File: src/lz10_lz11_stream_decompressor_unit_defines.svh
// ---------------------------------------------------------------------------
// LZ10/LZ11 decompressor assertion macros
// Concurrent assertion helpers, compiled out when SYNTH is defined.
// ---------------------------------------------------------------------------
`ifndef LZ10_LZ11_STREAM_DECOMPRESSOR_UNIT_DEFINES_SVH
`define LZ10_LZ11_STREAM_DECOMPRESSOR_UNIT_DEFINES_SVH
`ifndef SYNTH
`define LZD_ASSERT_SAME(name, clk, rst, ante, cons, msg) \
   name: assert property (@(posedge clk) disable iff (rst) (ante) |-> (cons)) else $error(msg);
`define LZD_ASSERT_NEXT(name, clk, rst, ante, cons, msg) \
   name: assert property (@(posedge clk) disable iff (rst) (ante) |=> (cons)) else $error(msg);
`else
`define LZD_ASSERT_SAME(name, clk, rst, ante, cons, msg)
`define LZD_ASSERT_NEXT(name, clk, rst, ante, cons, msg)
`endif
`endif

File: src/lzd_pkg.sv
// ---------------------------------------------------------------------------
// LZ10/LZ11 decompressor package
// Shared item types, codes and default sizes.
// ---------------------------------------------------------------------------
package lzd_pkg;

   localparam int HISTORY_DEPTH_DEF = 4096;
   localparam int QUEUE_DEPTH = 4;

   localparam logic [1:0] ACT_BYTE    = 2'd0;
   localparam logic [1:0] ACT_TICK    = 2'd1;
   localparam logic [1:0] ACT_END     = 2'd2;
   localparam logic [1:0] ACT_RESTART = 2'd3;

   localparam logic [2:0] ST_RUN     = 3'd0;
   localparam logic [2:0] ST_DONE    = 3'd1;
   localparam logic [2:0] ST_FORMAT  = 3'd2;
   localparam logic [2:0] ST_BIG     = 3'd3;
   localparam logic [2:0] ST_OVERRUN = 3'd4;
   localparam logic [2:0] ST_DIST    = 3'd5;
   localparam logic [2:0] ST_TRUNC   = 3'd6;
   localparam logic [2:0] ST_BUSY    = 3'd7;

   typedef struct packed {
      logic [1:0] action;
      logic [7:0] in_byte;
   } req_item_type;

   typedef struct packed {
      logic [7:0] out_byte;
      logic       out_valid;
      logic [2:0] status;
      logic       last;
   } rsp_item_type;

endpackage

File: src/lzd_fifo.sv
// ---------------------------------------------------------------------------
// LZ decompressor queue
// Small first-in first-out queue of items with an occupancy count.
// ---------------------------------------------------------------------------
module lzd_fifo
   import lzd_pkg::*;
#(
   parameter int DATA_W = 8,
   parameter int DEPTH  = QUEUE_DEPTH
) (
   input  logic                       clock,
   input  logic                       reset,
   input  logic                       push,
   input  logic [DATA_W-1:0]          wr_data,
   input  logic                       pop,
   output logic [DATA_W-1:0]          rd_data,
   output logic                       full,
   output logic                       empty,
   output logic [$clog2(DEPTH+1)-1:0] count
);

   localparam int PW = (DEPTH > 1) ? $clog2(DEPTH) : 1;
   localparam int CW = $clog2(DEPTH+1);

   logic [DATA_W-1:0] slot_ff [DEPTH];
   logic [PW-1:0]     wr_ptr_ff, wr_ptr_in, rd_ptr_ff, rd_ptr_in;
   logic [CW-1:0]     count_ff, count_in;
   logic              do_push, do_pop;

   assign full    = (count_ff == CW'(DEPTH));
   assign empty   = (count_ff == '0);
   assign count   = count_ff;
   assign rd_data = slot_ff[rd_ptr_ff];
   assign do_push = push && !full;
   assign do_pop  = pop && !empty;

   always_comb begin
      wr_ptr_in = wr_ptr_ff;
      rd_ptr_in = rd_ptr_ff;
      count_in  = count_ff;
      if (do_push) begin
         wr_ptr_in = (wr_ptr_ff == PW'(DEPTH-1)) ? '0 : wr_ptr_ff + 1'b1;
      end
      if (do_pop) begin
         rd_ptr_in = (rd_ptr_ff == PW'(DEPTH-1)) ? '0 : rd_ptr_ff + 1'b1;
      end
      if (do_push && !do_pop) begin
         count_in = count_ff + 1'b1;
      end else if (do_pop && !do_push) begin
         count_in = count_ff - 1'b1;
      end
   end

   always_ff @(posedge clock) begin
      if (reset) begin
         wr_ptr_ff <= '0;
         rd_ptr_ff <= '0;
         count_ff  <= '0;
      end else begin
         wr_ptr_ff <= wr_ptr_in;
         rd_ptr_ff <= rd_ptr_in;
         count_ff  <= count_in;
      end
   end

   always_ff @(posedge clock) begin
      if (do_push) begin
         slot_ff[wr_ptr_ff] <= wr_data;
      end
   end

endmodule

File: config.mk
export PLATFORM = sky130hd
export DESIGN_NAME = lzd_fifo
export DESIGN_NICKNAME = d
export VERILOG_FILES = /design/src/lz10_lz11_stream_decompressor_unit_defines.svh /design/src/lzd_pkg.sv /design/src/lzd_fifo.sv
export SDC_FILE = /design/constraint.sdc
export NUM_CORES = 1
export LEC_CHECK = 0
export ABC_AREA = 1
export BUFFER_PORTS_ARGS = -buffer_cell sky130_fd_sc_hd__buf_2
export CAP_MARGIN = 20
export CORE_MARGIN = 10
export CORE_UTILIZATION = 55
export DETAILED_ROUTE_END_ITERATION = 6
export GPL_TIMING_DRIVEN = 0
export PLACE_DENSITY = 0.84
export SLEW_MARGIN = 30
export SYNTH_ARGS = -nofsm -noshare
export SYNTH_HDL_FRONTEND = slang
export SYNTH_SLANG_ARGS = --single-unit
File: constraint.sdc
create_clock -name clock -period 1.9 [get_ports clock]
set_input_delay 0.285 -clock clock [delete_from_list [all_inputs] [get_ports clock]]
set_output_delay 0.285 -clock clock [all_outputs]
set_load 0.05 [all_outputs]
* Yosys cells after proc, flatten, opt, wreduce, memory -nomap -nowiden
Memory sizes are Yosys's and may differ from the RTL's. A register that Yosys moved wholly into a read port is not among the register bits.
Index checks and enable logic that the tools add are counted.
** Word-level totals
- Memories :: 1
- Register bits after elaboration :: 7
- Bits in writable memories :: 32
** Memory list
- slot_ff :: words 4, width 8, rd ports 1, clocked after Yosys merged registers in 1, wr ports 1, RTL line lzd_fifo.sv:25 : logic [DATA_W-1:0] slot_ff [DEPTH];
** Cells by class
- Add/subtract/negate cells :: 4
- Multiplexer cells :: 8
- Equal/unequal tests :: 3
- Reductions and logical operators :: 10
** Operators with widths (count)
- two-way mux 2 bit :: 4
- two-way mux 3 bit :: 2
- adder 2 x 1 -> 2 bit (second input constant) :: 2
- == test 2 bit (second input constant) :: 2
- logical AND 1 bit :: 4
- logical NOT 1 bit :: 4
- adder 3 x 1 -> 3 bit (second input constant) :: 1
- == test 3 bit (second input constant) :: 1
- logical NOT 3 bit :: 1
- subtractor 3 x 1 -> 3 bit (second input constant) :: 1
- two-way mux 1 bit :: 2
- nonzero test 2 bit :: 1

* Longest topological paths before layout
- Depth after elaboration :: 7
- Depth in mapped cells :: 13
- Mapped depth without buffers :: 13

* Worst setup path before layout
Ideal clock, no wire load.
- Kind :: register to register
- From :: register count_ff[1] (netlist: count[1])
- To :: register count_ff[2] (netlist: count[2])
- Arrival time :: 1.948 ns
- Slack :: -0.157 ns
- Period minus slack after synthesis :: 2.057 ns
- Required time :: 1.790 ns
- Stages on the path, launching flop included :: 14
- Path through :: dfxtp_1 -> nor2_1 -> nand2_1 -> nand2_2 -> inv_1 -> ha_1 -> inv_1 -> fa_1 -> inv_1 -> nand2_1 -> nand3_1 -> nand2_1 -> inv_1 -> nor2_1
** On the way
- Cells in the longest elaborated chain, start to end :: 6
- Elaborated cells between the ends (all ways) :: 15
- Classes of those cells :: 2 x add/sub; 1 x eq/ne; 2 x mux; 10 x reduce/logical
** Ends and longest elaborated chain
- start, declared :: RTL line lzd_fifo.sv:27 : logic [CW-1:0] count_ff, count_in;
- start signal, assigned :: RTL line lzd_fifo.sv:62 : count_ff <= count_in;
- == test 3 bit * :: RTL line lzd_fifo.sv:30 : assign full = (count_ff == CW'(DEPTH));
- logical NOT 1 bit * :: RTL line lzd_fifo.sv:34 : assign do_push = push && !full;
- logical AND 1 bit * :: RTL line lzd_fifo.sv:34
- net do_push :: RTL line lzd_fifo.sv:28 : logic do_push, do_pop;
- logical NOT 1 bit :: RTL line lzd_fifo.sv:49 : end else if (do_pop && !do_push) begin
- logical AND 1 bit :: RTL line lzd_fifo.sv:49
- nonzero test 2 bit (no line)
Mark *: on every way through the listed nets, which the timed path passes. The rest lies on a longest branch. The select of a mux whose other input is x is not followed.
A chain may end at the register's enable or synchronous reset.

* Worst setup path in the final report
- From :: register count_ff[1] (netlist: count[1])
- To :: register count_ff[1] (netlist: count[1])
** On the way
- Elaborated cells between the ends (all ways) :: 15
- Classes of those cells :: 2 x add/sub; 1 x eq/ne; 2 x mux; 10 x reduce/logical
** RTL lines
- == test 3 bit :: RTL line lzd_fifo.sv:30
- logical NOT 1 bit :: RTL line lzd_fifo.sv:34
- logical AND 1 bit :: RTL line lzd_fifo.sv:34
- net do_push :: RTL line lzd_fifo.sv:28
- logical AND 1 bit :: RTL line lzd_fifo.sv:47 : if (do_push && !do_pop) begin
- two-way mux 3 bit :: RTL line lzd_fifo.sv:47
- net count_in[1] :: RTL line lzd_fifo.sv:27
The timed path passes the listed nets, and every way through them passes these cells. The select of a mux whose other input is x is not followed.

==> run summary <==
The quantity of I/O buffers inserted on ports works out to 24. The slowest stage of the critical path is the fa_1 cell. After detailed routing, the number of vias per cell comes to 5.35. At the placement stage, the worst setup path has a slack of -0.0243 ns. The critical path start-end classification was flop to flop. Total power for the finished layout comes to 3.10 mW. TritonCTS built the clock tree.

The mean area per synthesized cell was 11.5 µm². Setup violations remaining at the end of the flow were counted as 0. Initial standard-cell utilization of the core: 0.565. For the pin with the worst max-slew slack, the measured transition is 0.793 ns. The tools report the detailed-placement wirelength estimate as 2.29 mm.

Clock-pin slew was measured on the worst setup and hold paths at 0.11 ns. After detailed routing, the number of remaining DRC violations is 0. In this run the vertical extent of the chip is 75.5 µm. Post-CTS timing repair inserted 0 buffers for setup. The utilization after layout is 0.653.

Die boundary width: 75.5 µm. The run finished with clean final reports. Area of the core: 3000 µm².

The TritonCTS buffer count is 5, and the number of antenna violations at the first check in global routing is 0. The count of H-tree levels built during CTS is 2. The tightest slew margin relative to the limit is 0.469, and the final-stage net count is 197. The power density over the cells was 1580 nW/µm²; the internal power summed over all cells was 1.71 mW. The congestion estimate from routability-driven global placement came to 0.761. The finished cells cover 1960 µm². The peak per-stage delay on the critical path is 0.42 ns, and the first-pass iteration count of the detailed router is 4.

The share of the yosys chip area belonging to registers came out at 0.673. Entering global routing, the biggest net connects 13 pins. The combinational cell fraction of total power is 0.458, and the number of buffers inserted by hold repair at cts is 0. Post-route antenna net violation count: 0.

The antenna diode instance count is 0, and the total global routing track utilization is 0.127. The first routing iteration left 119 violations. Maximum fanout count along the critical path: 7. The worst setup path is launched from a flop.

The run gives 1,156 as the via count of the first global-routing pass. The count of state elements after synthesis was 41; the area of the mapped netlist was 1700 µm². Clock latency on the worst-skew pair: 0.34 ns. The run gives 0 as the count of endpoints failing hold in the final timing report. From synthesis to final layout, the design area changed by 15.6%. The routed layout has 1,135 vias. The cell sitting at the root of the clock tree is a clkbuf_4.

Counting distinct cell types in the post-synthesis netlist gives 19. After detailed routing, the total wire length is 3.29 mm. The number of filler cells placed in the layout was 236. The relative contribution of the clock network to total power was 0.139. The number of maximum-capacitance violations was 0. Walking the worst path, the cells encountered are nor2_4 -> nand2_2 -> nand2_4 -> inv_1 -> ha_1 -> inv_1 -> fa_1 -> o21ai_1 -> nor2_1.

Path type of the worst min-delay path: input pin to flop. The worst-case setup margin in the final layout was 0.0911 ns. The wire length per cell after detailed routing was 15.5 µm. Cell seen most often among critical-path stages: inv_1.

Counting I/O delays and the setup requirement, the final critical path takes 1.81 ns. Setup repair after global routing could not meet its margin everywhere. The final global-route overflow total was 0. In this run the static leakage power is 0.802 nW. The switching part of the total is 0.450, and the final-report max-slew violation count is 0.

Share of layout cells above drive strength 1: 0.263. Counting every net in the synthesized netlist gives 166. STA classifies the critical path endpoint as a flop. For the count of boundary I/O pins, the log shows 25. For the total cell area at the placement stage, the log shows 1860 µm². The sequential share of power is 0.402. The first global-routing pass estimated 5.31 mm of wire.

The fraction of the cycle the final worst path needs was 0.952; the net switching power was 1.40 mW. Summed over all failing endpoints, the final setup total negative slack is 0 ns. For this run, the number of Yosys warnings is 0. The worst clock skew is 0.0105 ns, and the data arrival time of the critical path is 2.05 ns. The run gives 0.776 mV as the worst ir drop on vdd. The floorplan step defined a die boundary enclosing 5710 µm². The run gives 2.14 ns as the required time of the worst setup path. The logs give 147 for the count of mapped cells out of synthesis and 2 for the maximum buffer depth of the clock tree. The initialized floorplan defines 20 standard-cell rows.

For this run, the top clock speed supported by timing is 553 MHz. Clock tree synthesis found a total of 41 sinks.
-- cell usage after synthesis --
master,instances,area (µm²)
a21oi_1,2,10.0
buf_6,2,22.5
dfxtp_1,9,180
edfxtp_1,32,961
fa_1,1,20.0
ha_1,6,75.1
inv_1,17,63.8
inv_2,1,3.75
nand2_1,13,48.8
nand2_2,1,6.26
nand3_1,1,5.00
nand3b_1,2,15.0
nand4_1,1,6.26
nor2_1,33,124
o21ai_0,13,65.1
o21ai_1,1,5.00
o21ai_2,3,26.3
o22ai_1,8,50.1
xor2_1,1,8.76
-- cell type report --
class	count	area, µm²	area share
repair buffers	24	130	0.0664
multi-input cells	86	485	0.248
clock buffers	8	58.8	0.0300
flip-flops and latches	41	1150	0.588
well taps	33	41.3	0.0211
plain buffers	2	22.5	0.0115
inverters	18	70.1	0.0357
-- power groups by stage --
stage	sequential, mW	combinational (mW)	clock (mW)
3_3_place_gp	1.23	1.31	0
4_1_cts	1.23	1.39	0.443
2_1_floorplan	1.30	0.963	0
6_report	1.25	1.42	0.432
5_1_grt	1.27	1.54	0.484
3_5_place_dp	1.24	1.36	0
-- registers in the layout (all words and copies together), names as in the netlist, named ones only --
name       cells
count          3
rd_ptr_ff      2
slot_ff       32
wr_ptr_ff      2
-- cell families after synthesis --
kind of cell | count (synthesis) | synth area share
buf+inv | 20 | 0.0531
fa+ha+maj | 7 | 0.0560
simple gates | 51 | 0.121
compound gates | 27 | 0.0922
xor+xnor | 1 | 0.00516
flops | 41 | 0.673
-- worst paths after layout --
check,from,endpoint,cells after the start,slack [ns]
min,reset,count[0],2,0.1
max,count[1],count[1],9,0.09
max reg2reg,count[1],count[1],9,0.09
min reg2reg,rd_ptr_ff[1],flop,2,0.53
-- layout by cell type, fill, tap and decap left out, types with 4 or more instances in the layout --
cell type,netlist,routed
nand2_1,13,10
nor2_1,33,32
buf_2,0,20
edfxtp_1,32,32
ha_1,6,6
clkbuf_4,0,6
dfxtp_1,9,4
o21ai_0,13,12
inv_1,17,16
o22ai_1,8,8
-- critical path, delay by kind of cell, from the launching register on --
| family | cells | cell delay [ns] |
|---|---|---|
| buffers and inverters | 2 | 0.14 |
| and+or+nand+nor | 4 | 0.42 |
| AOI/OAI and AO/OA | 1 | 0.16 |
| DFF | 1 | 0.38 |
| adders and majority gates | 2 | 0.63 |
-- stage by stage --
stage / hold WS [ns] / cells
finish: 0.0977 / 212
floorplan: 0.350 / 147
CTS: 0.0826 / 212
global route: 0.0717 / 212
global placement: 0.449 / 204
detailed placement: 0.455 / 204
-- what timing repair did --
item                       4_1_cts  5_1_grt
gates resized for setup          6       12
pin swaps                        0        0
setup endpoints to repair        8        8
-- layer usage --
| metal | part of all wire | GRT usage | vias up |
|---|---|---|---|
| li1 | - | - | 568 |
| met1 | 0.40 | 0.140 | 531 |
| met2 | 0.51 | 0.209 | 32 |
| met3 | 0.077 | 0.0469 | 4 |
| met4 | 0.0094 | 0.0660 | 0 |
| met5 | 0 | 0 | - |
Power figures use the tool's default switching activity.
